==> src/hw/rtl/hrlp_pkg.sv <==
// types, character constants and byte classifiers shared by the request line parser
package hrlp_pkg;

    // character codes
    localparam logic [7:0] CH_PCT = 8'h25;
    localparam logic [7:0] CH_QM  = 8'h3F;
    localparam logic [7:0] CH_CR  = 8'h0D;
    localparam logic [7:0] CH_LF  = 8'h0A;
    localparam logic [7:0] CH_SP  = 8'h20;
    localparam logic [7:0] CH_TAB = 8'h09;
    localparam logic [7:0] CH_VT  = 8'h0B;
    localparam logic [7:0] CH_FF  = 8'h0C;

    // token index codes
    localparam logic [1:0] TOK_METHOD  = 2'd0;
    localparam logic [1:0] TOK_PATH    = 2'd1;
    localparam logic [1:0] TOK_VERSION = 2'd2;
    localparam logic [1:0] TOK_MAX     = 2'd3;

    // results one input byte can cause
    localparam int MAX_ITEMS = 4;

    typedef enum logic [1:0] {
        PH_GAP,
        PH_TOKEN,
        PH_DONE
    } phase_t;

    typedef enum logic [1:0] {
        ESC_NONE,
        ESC_PCT,
        ESC_DIGIT
    } esc_t;

    typedef struct packed {
        logic       is_status;
        logic [7:0] out_byte;
        logic [1:0] token_index;
        logic       line_ok;
    } res_item_t;

    // all results of one input byte, slot 0 first
    typedef struct packed {
        logic [2:0]                     n_items;
        res_item_t [MAX_ITEMS-1:0]      items;
    } entry_t;

    function automatic logic is_hex(input logic [7:0] b);
        return b inside {[8'h30:8'h39], [8'h41:8'h46], [8'h61:8'h66]};
    endfunction

    function automatic logic [3:0] hex_nib(input logic [7:0] b);
        logic [3:0] nib;
        if (b <= 8'h39) begin
            nib = b[3:0];
        end else begin
            nib = b[3:0] + 4'd9;
        end
        return nib;
    endfunction

    function automatic logic is_space(input logic [7:0] b);
        return b inside {CH_SP, CH_TAB, CH_CR, CH_VT, CH_FF};
    endfunction

    function automatic res_item_t mk_item(input logic st, input logic [7:0] byt,
                                          input logic [1:0] idx, input logic ok);
        res_item_t it;
        it.is_status   = st;
        it.out_byte    = byt;
        it.token_index = idx;
        it.line_ok     = ok;
        return it;
    endfunction

endpackage

==> src/hw/rtl/hrlp_front.sv <==
// front end: tracks line, token and escape state and builds the result list of each byte
module hrlp_front (
    input  logic               aclk,
    input  logic               aresetn,
    input  logic               s_tvalid,
    output logic               s_tready,
    input  logic [7:0]         s_tdata,
    input  logic               s_tlast,
    input  logic               q_full,
    output logic               push,
    output hrlp_pkg::entry_t   push_entry
);

    hrlp_pkg::phase_t phase_reg, phase_next;
    logic [1:0]       tok_reg, tok_next;
    logic             extra_reg, extra_next;
    logic             inq_reg, inq_next;
    hrlp_pkg::esc_t   esc_reg, esc_next;
    logic [7:0]       digit_reg, digit_next;

    logic             accept;
    hrlp_pkg::entry_t ent;

    assign s_tready = !q_full;
    assign accept   = s_tvalid && s_tready;
    assign push     = accept && (ent.n_items != 3'd0);
    assign push_entry = ent;

    always_comb begin
        hrlp_pkg::esc_t fl1_esc;
        hrlp_pkg::esc_t fl2_esc;
        logic [7:0]     fl1_digit;
        logic [7:0]     fl2_digit;
        logic           main_vld;
        logic [7:0]     main_byte;
        logic [1:0]     main_idx;
        logic           end_line;
        logic           line_open;
        logic [2:0]     n;
        logic [7:0]     b;

        b          = s_tdata;
        phase_next = phase_reg;
        tok_next   = tok_reg;
        extra_next = extra_reg;
        inq_next   = inq_reg;
        esc_next   = esc_reg;
        digit_next = digit_reg;
        fl1_esc    = hrlp_pkg::ESC_NONE;
        fl2_esc    = hrlp_pkg::ESC_NONE;
        fl1_digit  = digit_reg;
        fl2_digit  = digit_reg;
        main_vld   = 1'b0;
        main_byte  = b;
        main_idx   = hrlp_pkg::TOK_METHOD;
        end_line   = 1'b0;
        ent        = '0;
        n          = 3'd0;

        line_open = (phase_reg == hrlp_pkg::PH_GAP) || (phase_reg == hrlp_pkg::PH_TOKEN);

        if (line_open) begin
            if (b == hrlp_pkg::CH_LF) begin
                end_line = 1'b1;
            end else if (hrlp_pkg::is_space(b)) begin
                if (phase_reg == hrlp_pkg::PH_TOKEN) begin
                    fl1_esc    = esc_reg;
                    esc_next   = hrlp_pkg::ESC_NONE;
                    phase_next = hrlp_pkg::PH_GAP;
                end
            end else begin
                if (phase_reg == hrlp_pkg::PH_GAP) begin
                    if (tok_reg != hrlp_pkg::TOK_MAX) begin
                        tok_next = tok_reg + 2'd1;
                    end else begin
                        extra_next = 1'b1;
                    end
                    inq_next   = 1'b0;
                    esc_next   = hrlp_pkg::ESC_NONE;
                    phase_next = hrlp_pkg::PH_TOKEN;
                end
                if (!extra_next && tok_next != 2'd0) begin
                    main_idx = tok_next - 2'd1;
                    if (main_idx == hrlp_pkg::TOK_PATH) begin
                        if (!inq_next) begin
                            if (b == hrlp_pkg::CH_QM) begin
                                fl1_esc  = esc_next;
                                esc_next = hrlp_pkg::ESC_NONE;
                                inq_next = 1'b1;
                            end else if (esc_next == hrlp_pkg::ESC_PCT && hrlp_pkg::is_hex(b)) begin
                                digit_next = b;
                                esc_next   = hrlp_pkg::ESC_DIGIT;
                            end else if (esc_next == hrlp_pkg::ESC_DIGIT
                                         && hrlp_pkg::is_hex(b)) begin
                                main_vld  = 1'b1;
                                main_byte = {hrlp_pkg::hex_nib(digit_reg), hrlp_pkg::hex_nib(b)};
                                esc_next  = hrlp_pkg::ESC_NONE;
                            end else begin
                                // broken or absent escape goes out literally first
                                fl1_esc = esc_next;
                                if (b == hrlp_pkg::CH_PCT) begin
                                    esc_next = hrlp_pkg::ESC_PCT;
                                end else begin
                                    esc_next = hrlp_pkg::ESC_NONE;
                                    main_vld = 1'b1;
                                end
                            end
                        end
                    end else begin
                        main_vld = 1'b1;
                    end
                end
            end
        end

        // the final byte closes a line that is still open
        if (s_tlast && line_open) begin
            end_line = 1'b1;
        end
        if (end_line) begin
            fl2_esc    = esc_next;
            fl2_digit  = digit_next;
            esc_next   = hrlp_pkg::ESC_NONE;
            phase_next = hrlp_pkg::PH_DONE;
        end

        // assemble results in order
        if (fl1_esc != hrlp_pkg::ESC_NONE) begin
            ent.items[n[1:0]] = hrlp_pkg::mk_item(1'b0, hrlp_pkg::CH_PCT,
                                                  hrlp_pkg::TOK_PATH, 1'b0);
            n = n + 3'd1;
        end
        if (fl1_esc == hrlp_pkg::ESC_DIGIT) begin
            ent.items[n[1:0]] = hrlp_pkg::mk_item(1'b0, fl1_digit, hrlp_pkg::TOK_PATH, 1'b0);
            n = n + 3'd1;
        end
        if (main_vld) begin
            ent.items[n[1:0]] = hrlp_pkg::mk_item(1'b0, main_byte, main_idx, 1'b0);
            n = n + 3'd1;
        end
        if (fl2_esc != hrlp_pkg::ESC_NONE) begin
            ent.items[n[1:0]] = hrlp_pkg::mk_item(1'b0, hrlp_pkg::CH_PCT,
                                                  hrlp_pkg::TOK_PATH, 1'b0);
            n = n + 3'd1;
        end
        if (fl2_esc == hrlp_pkg::ESC_DIGIT) begin
            ent.items[n[1:0]] = hrlp_pkg::mk_item(1'b0, fl2_digit, hrlp_pkg::TOK_PATH, 1'b0);
            n = n + 3'd1;
        end
        if (end_line) begin
            ent.items[n[1:0]] = hrlp_pkg::mk_item(1'b1, 8'h00, hrlp_pkg::TOK_METHOD,
                                (tok_next == hrlp_pkg::TOK_MAX) && !extra_next);
            n = n + 3'd1;
        end
        ent.n_items = n;

        // the final byte returns everything to the idle line state
        if (s_tlast) begin
            phase_next = hrlp_pkg::PH_GAP;
            tok_next   = 2'd0;
            extra_next = 1'b0;
            inq_next   = 1'b0;
            esc_next   = hrlp_pkg::ESC_NONE;
            digit_next = 8'h00;
        end
    end

    always_ff @(posedge aclk) begin
        if (!aresetn) begin
            phase_reg <= hrlp_pkg::PH_GAP;
            tok_reg   <= 2'd0;
            extra_reg <= 1'b0;
            inq_reg   <= 1'b0;
            esc_reg   <= hrlp_pkg::ESC_NONE;
            digit_reg <= 8'h00;
        end else if (accept) begin
            phase_reg <= phase_next;
            tok_reg   <= tok_next;
            extra_reg <= extra_next;
            inq_reg   <= inq_next;
            esc_reg   <= esc_next;
            digit_reg <= digit_next;
        end
    end

`ifndef SYNTHESIS
    a_entry_fits: assert property (@(posedge aclk) disable iff (!aresetn)
        push |-> (push_entry.n_items <= 3'(hrlp_pkg::MAX_ITEMS)))
        else $error("result list overflows entry");
`endif

endmodule

==> src/hw/rtl/hrlp_queue.sv <==
// short register queue of result lists between front and back
module hrlp_queue #(
    parameter int QUEUE_DEPTH = 4
) (
    input  logic               aclk,
    input  logic               aresetn,
    input  logic               push,
    input  hrlp_pkg::entry_t   push_entry,
    input  logic               pop,
    output logic               full,
    output logic               head_valid,
    output hrlp_pkg::entry_t   head
);

    localparam int PTR_W = (QUEUE_DEPTH > 1) ? $clog2(QUEUE_DEPTH) : 1;
    localparam int CNT_W = $clog2(QUEUE_DEPTH + 1);

    hrlp_pkg::entry_t store_reg [QUEUE_DEPTH];
    logic [PTR_W-1:0] wr_ptr_reg, wr_ptr_next;
    logic [PTR_W-1:0] rd_ptr_reg, rd_ptr_next;
    logic [CNT_W-1:0] cnt_reg, cnt_next;

    assign full       = (cnt_reg == CNT_W'(QUEUE_DEPTH));
    assign head_valid = (cnt_reg != '0);
    assign head       = store_reg[rd_ptr_reg];

    always_comb begin
        wr_ptr_next = wr_ptr_reg;
        rd_ptr_next = rd_ptr_reg;
        cnt_next    = cnt_reg;
        if (push) begin
            wr_ptr_next = (wr_ptr_reg == PTR_W'(QUEUE_DEPTH - 1)) ? '0 : wr_ptr_reg + 1'b1;
        end
        if (pop) begin
            rd_ptr_next = (rd_ptr_reg == PTR_W'(QUEUE_DEPTH - 1)) ? '0 : rd_ptr_reg + 1'b1;
        end
        if (push && !pop) begin
            cnt_next = cnt_reg + 1'b1;
        end else if (pop && !push) begin
            cnt_next = cnt_reg - 1'b1;
        end
    end

    always_ff @(posedge aclk) begin
        if (!aresetn) begin
            wr_ptr_reg <= '0;
            rd_ptr_reg <= '0;
            cnt_reg    <= '0;
        end else begin
            wr_ptr_reg <= wr_ptr_next;
            rd_ptr_reg <= rd_ptr_next;
            cnt_reg    <= cnt_next;
        end
    end

    always_ff @(posedge aclk) begin
        if (push) begin
            store_reg[wr_ptr_reg] <= push_entry;
        end
    end

`ifndef SYNTHESIS
    a_no_overflow: assert property (@(posedge aclk) disable iff (!aresetn)
        push |-> !full)
        else $error("push into full queue");
    a_no_underflow: assert property (@(posedge aclk) disable iff (!aresetn)
        pop |-> head_valid)
        else $error("pop from empty queue");
`endif

endmodule

==> src/hw/rtl/hrlp_back.sv <==
// back end: walks each queued result list and drives the registered result stream
module hrlp_back (
    input  logic               aclk,
    input  logic               aresetn,
    input  logic               head_valid,
    input  hrlp_pkg::entry_t   head,
    output logic               pop,
    output logic               m_tvalid,
    input  logic               m_tready,
    output logic [15:0]        m_tdata,   // out_byte, token_index, line_ok, zero fill
    output logic               m_tuser,   // is_status
    output logic               m_tlast    // run_last
);

    logic [1:0]          sel_reg, sel_next;
    logic                vld_reg, vld_next;
    hrlp_pkg::res_item_t item_reg, item_next;
    logic                last_reg, last_next;
    logic                load;
    logic                at_end;

    assign load   = head_valid && (!vld_reg || m_tready);
    assign at_end = ({1'b0, sel_reg} + 3'd1) == head.n_items;
    assign pop    = load && at_end;

    always_comb begin
        sel_next  = sel_reg;
        item_next = item_reg;
        last_next = last_reg;
        vld_next  = vld_reg && !m_tready;
        if (load) begin
            item_next = head.items[sel_reg];
            last_next = at_end;
            vld_next  = 1'b1;
            sel_next  = at_end ? 2'd0 : sel_reg + 2'd1;
        end
    end

    always_ff @(posedge aclk) begin
        if (!aresetn) begin
            sel_reg <= 2'd0;
            vld_reg <= 1'b0;
        end else begin
            sel_reg <= sel_next;
            vld_reg <= vld_next;
        end
    end

    always_ff @(posedge aclk) begin
        item_reg <= item_next;
        last_reg <= last_next;
    end

    assign m_tvalid = vld_reg;
    assign m_tdata  = {5'd0, item_reg.line_ok, item_reg.token_index, item_reg.out_byte};
    assign m_tuser  = item_reg.is_status;
    assign m_tlast  = last_reg;

`ifndef SYNTHESIS
    a_list_nonempty: assert property (@(posedge aclk) disable iff (!aresetn)
        load |-> (head.n_items != 3'd0) && ({1'b0, sel_reg} < head.n_items))
        else $error("slot pointer outside result list");
`endif

endmodule

==> src/hw/rtl/http_request_line_parser.sv <==
// top level of the http request line parser with path percent decoding
//
//  channel | dir | tdata                      | tuser     | tlast
//  s_      | in  | [7:0] data_byte            | -         | end_of_request
//  m_      | out | [7:0] out_byte, [9:8]      | is_status | run_last
//          |     | token_index, [10] line_ok  |           |
//
//  one input byte is taken per cycle while the queue has room
//  a byte yields 0 to 4 results; the back end sends one result per cycle while m_tready
//  is high, and the queue absorbs short bursts
//  input to first output passes the queue register, then the output register
//  synchronous active-low reset returns to the start of a request, queue empty
//  a stalled output fills the queue, then s_tready drops; no state is lost
module http_request_line_parser #(
    parameter int QUEUE_DEPTH = 4
) (
    input  logic        aclk,
    input  logic        aresetn,
    input  logic        s_tvalid,
    output logic        s_tready,
    input  logic [7:0]  s_tdata,    // data_byte
    input  logic        s_tlast,    // end_of_request
    output logic        m_tvalid,
    input  logic        m_tready,
    output logic [15:0] m_tdata,    // out_byte, token_index, line_ok, zero fill
    output logic        m_tuser,    // is_status
    output logic        m_tlast     // run_last
);

    // front to queue
    logic             push;
    hrlp_pkg::entry_t push_entry;
    logic             q_full;

    // queue to back
    logic             pop;
    logic             head_valid;
    hrlp_pkg::entry_t head;

    // classify each byte and build its result list
    hrlp_front u_front (
        .aclk       (aclk),
        .aresetn    (aresetn),
        .s_tvalid   (s_tvalid),
        .s_tready   (s_tready),
        .s_tdata    (s_tdata),
        .s_tlast    (s_tlast),
        .q_full     (q_full),
        .push       (push),
        .push_entry (push_entry)
    );

    // decouples the byte side from output stalls
    hrlp_queue #(
        .QUEUE_DEPTH (QUEUE_DEPTH)
    ) u_queue (
        .aclk       (aclk),
        .aresetn    (aresetn),
        .push       (push),
        .push_entry (push_entry),
        .pop        (pop),
        .full       (q_full),
        .head_valid (head_valid),
        .head       (head)
    );

    // serialize result lists onto the output stream
    hrlp_back u_back (
        .aclk       (aclk),
        .aresetn    (aresetn),
        .head_valid (head_valid),
        .head       (head),
        .pop        (pop),
        .m_tvalid   (m_tvalid),
        .m_tready   (m_tready),
        .m_tdata    (m_tdata),
        .m_tuser    (m_tuser),
        .m_tlast    (m_tlast)
    );

endmodule
==> config.mk <==
export PLATFORM = sky130hd
export DESIGN_NAME = http_request_line_parser
export DESIGN_NICKNAME = d
export VERILOG_FILES = /design/src/hw/rtl/hrlp_pkg.sv /design/src/hw/rtl/hrlp_front.sv /design/src/hw/rtl/hrlp_queue.sv /design/src/hw/rtl/hrlp_back.sv /design/src/hw/rtl/http_request_line_parser.sv
export SDC_FILE = /design/constraint.sdc
export NUM_CORES = 1
export LEC_CHECK = 0
export ABC_AREA = 1
export BUFFER_PORTS_ARGS = -buffer_cell sky130_fd_sc_hd__buf_4
export CAP_MARGIN = 20
export CORE_MARGIN = 3
export CORE_UTILIZATION = 59
export CTS_BUF_LIST = sky130_fd_sc_hd__clkbuf_4 sky130_fd_sc_hd__clkbuf_8
export DETAILED_ROUTE_END_ITERATION = 7
export PLACE_DENSITY_LB_ADDON = 0.08
export SETUP_SLACK_MARGIN = 0.3
export SLEW_MARGIN = 40
export SYNTH_ARGS = -nofsm -noshare
export SYNTH_HDL_FRONTEND = slang
export SYNTH_SLANG_ARGS = --single-unit
export TNS_END_PERCENT = 10
==> constraint.sdc <==
create_clock -name aclk -period 6.2 [get_ports aclk]
set_input_delay 0.62 -clock aclk [delete_from_list [all_inputs] [get_ports aclk]]
set_output_delay 0.62 -clock aclk [all_outputs]
set_load 0.01 [all_outputs]
==> results of run 1 <==
==> through the flow <==
| step | hold WS [ns] | setup WS (ns) |
|---|---|---|
| global route | 0.369 | 0.271 |
| finish | 0.369 | 0.763 |
| detailed placement | 0.455 | 0.311 |
| CTS | 0.344 | 0.326 |
| global placement | 0.453 | 0.568 |
| floorplan | 0.445 | -0.376 |
==> kinds of logic (layout without fill, tap and decap cells) <==
logic type | count (synthesis) | after routing | share of synthesized area (%)
compound gates | 298 | 298 | 15.2
xor+xnor | 8 | 8 | 0.588
fa+ha+maj | 29 | 29 | 3.11
buf+inv | 166 | 228 | 5.49
flops | 245 | 245 | 59.3
mux | 1 | 1 | 0.0944
other cells | 1 | 9 | 0.0314
simple gates | 431 | 431 | 16.2
==> final cells by class <==
type / instances / area, um2
Multi-Input combinational cell: 776 / 4300
Fill cell: 1581 / 6330
Clock buffer: 51 / 639
Clock inverter: 20 / 155
Inverter: 111 / 417
Sequential cell: 245 / 7080
Timing Repair Buffer: 46 / 403
Tap cell: 265 / 332
==> where the power goes <==
| group | switching [mW] | total (mW) | internal (mW) |
|---|---|---|---|
| clock network | 0.627 | 1.39 | 0.764 |
| logic | 1.38 | 1.97 | 0.592 |
| registers | 0.0867 | 2.28 | 2.19 |
==> path summary, 6_finish.rpt <==
kind,slack (ns),to,cells past startpoint
hold / removal,0.37,u_back.m_tvalid,4
setup / recovery,0.76,u_queue.cnt_reg[2],39
hold reg to reg,0.47,u_front.digit_reg[7],2
setup reg to reg,0.76,u_queue.cnt_reg[2],39
==> metal layers <==
layer,GRT usage (%),vias up
li1,-,4236
met1,36.9,4280
met2,42.5,360
met3,4.91,61
met4,7.81,0
met5,0,-
==> worst min-delay path, cell delays in order <==
cell	delay, ns
buf_4	0.08
o21ai_0	0.06
nand2_1	0.06
inv_1	0.03
==> cell usage after synthesis, types with 10 or more instances <==
library cell,number
a211oi_1,11
a21oi_1,49
nand2_2,17
nand2_1,169
edfxtp_1,217
inv_1,83
inv_2,24
o22ai_1,22
o21ai_1,13
o211ai_1,19
ha_1,28
clkbuf_1,44
nand3_1,30
dfxtp_1,28
o221ai_1,34
nor2_1,166
o21ai_0,125
nor3_1,10
==> timing repair <==
action | CTS | global route
hold buffers | 0 | 0
setup buffers | 0 | 4
endpoints found under the setup margin | 0 | 207
resized for setup | 0 | 12
==> key figures, run 1 <==
Yosys
  • Ys async rst share: 0%
  • Yosys warning count: 0
  • Top cells by area, synth: edfxtp_1, nand2_1, o21ai_0
  • Synthesized area: about 12000 um2
  • Sequential element share of the synthesized area: 59.3%
  • Largest area contributor in the netlist: edfxtp_1
  • Number of enable flip-flop cells after synthesis: 217
  • Mapped Cells: 1179
  • Post-synth top area share: 54.6%
  • Ys flop type: edfxtp_1
  • Yosys reg bits: 245
  • Synth unique cells: 52
  • Synthesized area per cell: 10.1 um2

Timing
  • Slew HR: 47.9%
  • Max Freq: roughly 180 MHz
  • Setup TNS: 0 ns
  • Hold Violations, Final: 0
  • # setup viols final: 0
  • Final slew viol count: 0
  • Slew @ Worst Pin: around 0.78 ns
  • Tmin final: 5.44 ns
  • RSZ-0062 raised after global routing: false
  • Clock Skew: roughly 0.026 ns
  • Final period util: approximately 90%

Setup path
  • Worst path top cell family by delay: simple AND/OR/NAND/NOR gates
  • Slowest stage delay, CP: 0.42 ns
  • Crit Path Max Fanout: 8
  • CP dominant cell by count: nand2_1
  • Worst EP arrival: around 6 ns
  • Slowest CP cell: fa_1
  • R2r startpoint: u_front.phase_reg[1]
  • Critical path launch point type: register
  • Crit. End Element: register
  • CP required: 6.61 ns
  • Setup crit start: u_front.phase_reg[1]
  • Worst Setup Path Type: register to register
  • Buf+Inv Stages, Crit Path: 8

Drt
  • Top Metal Used: met4
  • Number of routed nets with antenna violations: 0
  • Final WL: approximately 29000 um
  • Avg WL per Cell: 19.0 um
  • Drc violations: 0
  • Vias: 8937
  • Via-per-instance ratio: 5.90
  • Drt pass-1 iters: 5
  • Met3 routed WL: around 2100 um
  • Metal2 WL: 13600 um
  • Met1 Routed Length: 12400 um
  • 1st-iter DRT viols: 979

Cells and area
  • Commonest non-fill, non-tap cells in the layout: edfxtp_1, nand2_1, nor2_1
  • P&R area growth vs syn: 11.7%
  • Layout Nets: 1262
  • Ant diodes: 0
  • Max reg flops: around 200
  • Final core utilization: a little under 70%
  • Fin area: between 10000 and 15000 um2
  • Most common cell after layout, fill and taps aside: edfxtp_1
  • Share of cells above drive strength 1: 16.0%
  • Non-filler cells, final: 1514

Clock tree
  • H-tree Lvls: 2
  • Root buf cell: clkbuf_8
  • Clk buf depth: 3
  • Number of clock sinks: 245
  • Clk_lat worst skew: 0.54 ns
  • CTS tree: yes
  • Number of CTS-inserted buffers: 40
  • Clock transition at the registers of the reported paths: 0.07 ns

Flow run
  • Max Cap Viol: 0

Global route
  • First-pass GRT wire length: between 40000 and 50000 um
  • GRT Total Usage: between 20% and 30%
  • Grt total ovfl: 0
  • Antenna violations before repair: 0
  • Largest net degree at the start of global routing: 99
  • Vias in the first global route: 8449

Power and ir drop
  • Power Total: 5.64 mW
  • Pwr dens: between 400 and 500 nW/um2
  • Worst vdd ir: 0.315 mV
  • Leak: ~5 nW

Placed design
  • Final GP Congestion: 0.924
  • DP Cell Count: about 1.4k
  • Port Buffers: 27
  • Cell Area, Placed: 12500 um2
  • DP HPWL: about 18000 um

Floorplan
  • Starting density of the core: 60.7%
  • I/O pin count: 33
  • Height of the die: 148 um
  • Die X: 148 um
  • CORE AREA: 19700 um2
  • Row Count: 51
  • Die ar.: about 22000 um2

Worst hold path
  • Type of the most critical hold path: input pin to register
  • Hold Crit Start: m_tready

Run status
  • Status: completed
No activity file was read; power rests on OpenSTA's default activity.
==> run 2, diff against run 1 <==
Settings changed: CORE_ASPECT_RATIO set to 1.5, CORE_MARGIN 3 to not set.
==> key figures, run 2 (synthesis gave the netlist of run 1 again) <==
Clock tree
  • Clk_lat worst skew: 0.53 ns
  • Post-CTS Hold Fix Bufs: 0
  • Clk buf depth: 3
  • CTS tree: yes
  • Number of clock sinks: 245
  • Number of CTS-inserted buffers: 35
  • H-tree Lvls: 2
  • Root buf cell: clkbuf_8
  • Clock transition at the registers of the reported paths: ~0.06 ns

Setup path
  • Reg2reg path depth: 39
  • Crit. End Element: register
  • CP dominant cell by count: nand2_1
  • Worst EP arrival: 5.79 ns
  • R2r setup slk: 0.81 ns
  • Worst r2r dst: u_queue.cnt_reg[2]
  • Critical path endpoint: u_queue.cnt_reg[2]
  • R2r startpoint: u_front.phase_reg[1]
  • CP required: 6.60 ns
  • Critical path launch point type: register
  • Slowest CP cell: dfxtp_4
  • Slowest stage delay, CP: 0.40 ns
  • Worst Setup Path Type: register to register
  • Crit Path Max Fanout: 10
  • Setup crit start: u_front.phase_reg[1]

Global route
  • Grt total ovfl: 0
  • Largest net degree at the start of global routing: 103
  • Antenna violations before repair: 0
  • Vias in the first global route: 8418
  • GRT Total Usage: 28.3%
  • First-pass GRT wire length: 44500 um

Cells and area
  • Max reg flops: ~200
  • Share of cells above drive strength 1: between 10% and 20%
  • Layout Nets: 1255
  • Ant diodes: 0
  • Fin area: 13200 um2
  • P&R area growth vs syn: 10.5%
  • Commonest non-fill, non-tap cells in the layout: edfxtp_1, nand2_1, nor2_1
  • Most common cell after layout, fill and taps aside: edfxtp_1

Drt
  • Drc violations: 0
  • Vias: 8746
  • 1st-iter DRT viols: 601
  • Number of routed nets with antenna violations: 0
  • Drt pass-1 iters: 5
  • Avg WL per Cell: ~20 um
  • Via-per-instance ratio: 5.84
  • Final WL: slightly below 30000 um

Power and ir drop
  • Leak: ~4.9 nW
  • Net switching power: 1.99 mW
  • P_int: 3.44 mW
  • Sw Ratio: roughly 37%
  • Gate power share: between 30 and 40%
  • Clock Power Share: about 23%
  • Pwr dens: 412 nW/um2
  • Worst vdd ir: 0.326 mV
  • Seq pwr share: 41.9%
  • Power Total: 5.43 mW

Timing
  • Final slew viol count: 0
  • Clock Skew: between 0.02 and 0.03 ns
  • Setup TNS: 0 ns
  • Hold Violations, Final: 0
  • Tmin final: approximately 5.4 ns
  • Slew HR: 40.1%
  • # setup viols final: 0
  • RSZ-0062 raised after global routing: false
  • Slew @ Worst Pin: 0.892 ns
  • Max Freq: 186 MHz
  • Final period util: 86.9%

Worst hold path
  • Type of the most critical hold path: input pin to register

Floorplan
  • Die ar.: 20800 um2
  • Row Count: 63
  • Height of the die: 176 um
  • CORE AREA: 19800 um2
  • I/O pin count: 33
  • Starting density of the core: 60.3%
  • Die X: 118 um

Placed design
  • Port Buffers: 27
  • Final GP Congestion: 1.04
  • DP HPWL: around 19000 um
  • Cell Area, Placed: between 10000 and 15000 um2

Flow run
  • Max Cap Viol: 0

Run status
  • Status: completed
run 2: cell count changes in the layout (fill, tap and decap cells not counted), sizes merged:
cell      change
clkinvlp      -1
clkbuf        -4
clkinv        -4
buf           -2
inv           +1
bufinv        -1
run 2: per-layer routing:
layer / GRT usage (%) / part of all wire (%) / vias up
li1: - / - / 4216
met1: 32.8 / 38 / 4139
met2: 50.5 / 51 / 300
met3: 3.36 / 5.2 / 91
met4: 16.4 / 5.4 / 0
met5: 0 / 0 / -
run 2: timing repair:
item / 4_1_cts / 5_1_grt
setup buffers: 0 / 1
setup endpoints to repair: 0 / 201
endpoints found under the hold margin: 0 / 0
gates resized for setup: 0 / 10
run 2: power by group through the flow:
stage               clock [mW]  sequential, mW  combinational [mW]
finish                    1.23            2.27                1.93
global route              1.30            2.29                2.14
CTS                       1.24            2.27                1.91
detailed placement           0            2.31                1.91
global placement             0            2.30                1.88
floorplan                    0            2.34                1.27
run 2: area by class of cell:
cell class	instances	area, um2
Sequential cell	245	7080
Fill cell	1589	6610
Multi-Input combinational cell	776	4290
Clock buffer	47	584
Inverter	111	417
Timing Repair Buffer	44	384
Tap cell	260	325
Clock inverter	15	96.3
run 2: stage by stage:
step	std cells	worst slack, ns	hold slack [ns]	utilization (%)
2_1_floorplan	1187	-0.376	0.445	-
3_3_place_gp	1435	0.510	0.455	62.9
3_5_place_dp	1435	0.373	0.456	62.9
4_1_cts	1497	0.361	0.357	66.4
5_1_grt	1498	0.296	0.414	66.6
6_report	1498	0.813	0.371	66.6
run 2: worst min-delay path by stage:
stage | start | to | slack (ns) | cells past startpoint
after floorplan | u_front.digit_reg[6] | u_front.digit_reg[6] | 0.45 | 2
after global placement | u_front.digit_reg[6] | u_front.digit_reg[6] | 0.46 | 2
after detailed placement | u_front.digit_reg[7] | u_front.digit_reg[7] | 0.46 | 2
after CTS | m_tready | u_back.m_tvalid | 0.36 | 4
after global routing | aresetn | u_back.m_tvalid | 0.41 | 3
final | m_tready | u_back.m_tvalid | 0.37 | 4
run 2: critical path, delay by kind of cell, from the launching register on:
kind	cells	cell delay, ns
compound gates	4	0.46
fa+ha+maj	6	1.43
buf+inv	8	0.55
flops	1	0.40
simple gates	21	2.42
==> run 3, diff against run 2 <==
--- a/config.mk
+++ b/config.mk
@@ -7,3 +7,3 @@
 export LEC_CHECK = 0
-export ABC_AREA = 1
+export ABC_AREA = 0
 export BUFFER_PORTS_ARGS = -buffer_cell sky130_fd_sc_hd__buf_4
@@ -11,3 +11,3 @@
 export CORE_ASPECT_RATIO = 1.5
-export CORE_UTILIZATION = 59
+export CORE_UTILIZATION = 58
 export CTS_BUF_LIST = sky130_fd_sc_hd__clkbuf_4 sky130_fd_sc_hd__clkbuf_8
==> constraint.sdc (replaced) <==
create_clock -name aclk -period 6.2 [get_ports aclk]
set_input_delay 1.24 -clock aclk [delete_from_list [all_inputs] [get_ports aclk]]
set_output_delay 1.24 -clock aclk [all_outputs]
set_load 0.01 [all_outputs]
==> key figures, run 3 <==
Yosys
  • Top cells by count, synth: edfxtp_1, mux4_2, nand2_1
  • Post-synth top area share: 58.0%
  • Main combinational cell family by area after synthesis: multiplexers
  • Yosys warning count: 0
  • Most numerous cell in the Yosys netlist: edfxtp_1
  • Largest area contributor in the netlist: edfxtp_1
  • Number of enable flip-flop cells after synthesis: 217
  • Sequential element share of the synthesized area: 63.0%
  • Top cells by area, synth: edfxtp_1, mux4_2, dfxtp_1
  • Mapped Cells: 722
  • Synthesized area per cell: approximately 16 um2
  • Synthesized area: approximately 11000 um2
  • Xor/xnor share of the synthesized area: 1.22%
  • Synth unique cells: 75
  • Ys async rst share: 0%
  • Yosys reg bits: 245
  • Adder-cell share of the synthesized area: 3.30%
  • Simple-gate share of the synthesized area: 8.44%
  • Ys flop type: edfxtp_1
  • Mux cell area share after synthesis: between 10% and 20%
  • Post-synthesis compound-gate area fraction: 7.40%

Global route
  • Grt total ovfl: 0
  • First-pass GRT wire length: ~37000 um
  • Vias in the first global route: 6697
  • Antenna violations before repair: 0
  • GRT Total Usage: 25.5%
  • Largest net degree at the start of global routing: 52

Power and ir drop
  • Gate power share: ~23%
  • Sw Ratio: 27.0%
  • Seq pwr share: around 50%
  • Net switching power: ~1.2 mW
  • Power Total: between 4 and 5 mW
  • Worst vdd ir: roughly 0.27 mV
  • P_int: roughly 3.2 mW
  • Pwr dens: ~340 nW/um2
  • Clock Power Share: 27.3%
  • Leak: 4.33 nW

Drt
  • Drt pass-1 iters: 5
  • Via-per-instance ratio: 6.22
  • Vias: 6593
  • Number of routed nets with antenna violations: 0
  • Drc violations: 0
  • Final WL: 24300 um
  • 1st-iter DRT viols: a little under 500
  • Avg WL per Cell: 22.9 um

Setup path
  • Crit Path Max Fanout: 9
  • Slowest stage delay, CP: 0.48 ns
  • Slowest CP cell: or4b_4
  • CP dominant cell by count: inv_2
  • Buf+Inv Stages, Crit Path: 5
  • Worst path top cell family by delay: adder cells
  • Critical path launch point type: input pin
  • Worst Setup Path Type: input pin to register
  • R2r setup slk: just under 0.7 ns
  • Crit. End Element: register
  • Worst EP arrival: 6.03 ns
  • CP required: 6.64 ns

Timing
  • Setup TNS: 0 ns
  • Hold Violations, Final: 0
  • Slew HR: 46.9%
  • Final slew viol count: 0
  • Clock Skew: 0.0151 ns
  • Slew @ Worst Pin: about 0.8 ns
  • Final period util: 90.2%
  • Final hold slack: approximately 0.5 ns
  • Max Freq: 179 MHz
  • Tmin final: 5.59 ns
  • RSZ-0062 raised after global routing: false
  • # setup viols final: 0

Clock tree
  • Number of CTS-inserted buffers: 36
  • H-tree Lvls: 2
  • Clk buf depth: 3
  • Clock transition at the registers of the reported paths: 0.06 ns
  • Root buf cell: clkbuf_8
  • Clk_lat worst skew: 0.52 ns
  • Number of clock sinks: ~250
  • Post-CTS Hold Fix Bufs: 0
  • CTS tree: yes

Cells and area
  • Layout Nets: 828
  • Commonest non-fill, non-tap cells in the layout: edfxtp_1, mux4_2, buf_4
  • Ant diodes: 0
  • Fin area: 12700 um2
  • Most common cell after layout, fill and taps aside: edfxtp_1
  • P&R area growth vs syn: 13.1%
  • Final core utilization: around 67%
  • Max reg flops: 204
  • Share of cells above drive strength 1: between 20% and 30%

Floorplan
  • Die ar.: approximately 20000 um2
  • Row Count: 62
  • CORE AREA: 19100 um2
  • Die X: 116 um
  • I/O pin count: 33
  • Starting density of the core: between 50% and 60%
  • Height of the die: 172 um

Worst hold path
  • Type of the most critical hold path: register to register

Placed design
  • Cell Area, Placed: 12000 um2
  • DP HPWL: 16400 um
  • Final GP Congestion: 0.909
  • Port Buffers: 27

Run status
  • Status: completed

Flow run
  • Max Cap Viol: 0
run 3: cell count changes after synthesis, sizes merged, moves of 17 or more:
cell / change
a21oi: -25
clkbuf: -27
inv: -80
mux4: +63
nand2: -142
nand3: -29
nor2: -139
nor2b: +17
o21ai: -126
o221ai: -34
o22ai: -17
run 3: routing by layer:
layer  up-vias  share of wire (%)  global-route usage, %
met4         0                3.0                   10.6
li1       2945                  -                      -
met2       203                 53                   45.0
met5         -                  0                      0
met3        53                4.2                   3.19
met1      3392                 40                   31.6
run 3: worst min-delay path: cells and delay by family (launching register included):
family | cells | cell delay (ns)
AO/OA/AOI/OAI | 1 | 0.06
flip-flops | 1 | 0.33
AND/OR/NAND/NOR | 1 | 0.06
run 3: stage by stage:
stage | worst slack (ns) | cells
floorplan | 0.188 | 730
finish | 0.607 | 1060
CTS | 0.514 | 1060
detailed placement | 0.0343 | 1004
global placement | 0.174 | 1002
global route | 0.322 | 1060
run 3: power by group through the flow:
stage	registers, mW	clock network (mW)	logic, mW
6_report	2.17	1.20	1.01
5_1_grt	2.20	1.28	1.09
4_1_cts	2.17	1.21	1.02
3_5_place_dp	2.21	0	1.02
3_3_place_gp	2.24	0	0.932
2_1_floorplan	2.17	0	0.690
run 3: cell type report:
| class | count | area [um2] |
|---|---|---|
| multi-input cells | 421 | 4060 |
| well taps | 256 | 320 |
| flip-flops and latches | 245 | 7080 |
| inverters | 27 | 104 |
| repair buffers | 55 | 488 |
| fillers | 1411 | 6370 |
| clock buffers | 47 | 603 |
| clock inverters | 9 | 48.8 |
run 3: cell families (layout without fill, tap and decap cells):
logic type	Yosys count	in the layout
adders and majority gates	29	29
buffers and inverters	64	138
AOI/OAI and AO/OA	112	112
DFF	245	245
muxes	80	80
and+or+nand+nor	177	177
other	1	9
xor gates and xnor gates	14	14
run 3: what timing repair did:
| item | CTS | global route |
|---|---|---|
| endpoints found under the setup margin | 0 | 1 |
| gates resized for setup | 0 | 4 |
| buffers inserted | 0 | 0 |
run 3: final timing paths:
check / startpoint / end / cells past startpoint
hold reg to reg: u_back.m_tvalid / u_back.m_tvalid / 2
setup reg to reg: u_front.phase_reg[0] / u_queue.cnt_reg[2] / 26
hold / removal: u_back.m_tvalid / u_back.m_tvalid / 2
setup / recovery: s_tdata[1] / u_queue.cnt_reg[2] / 25
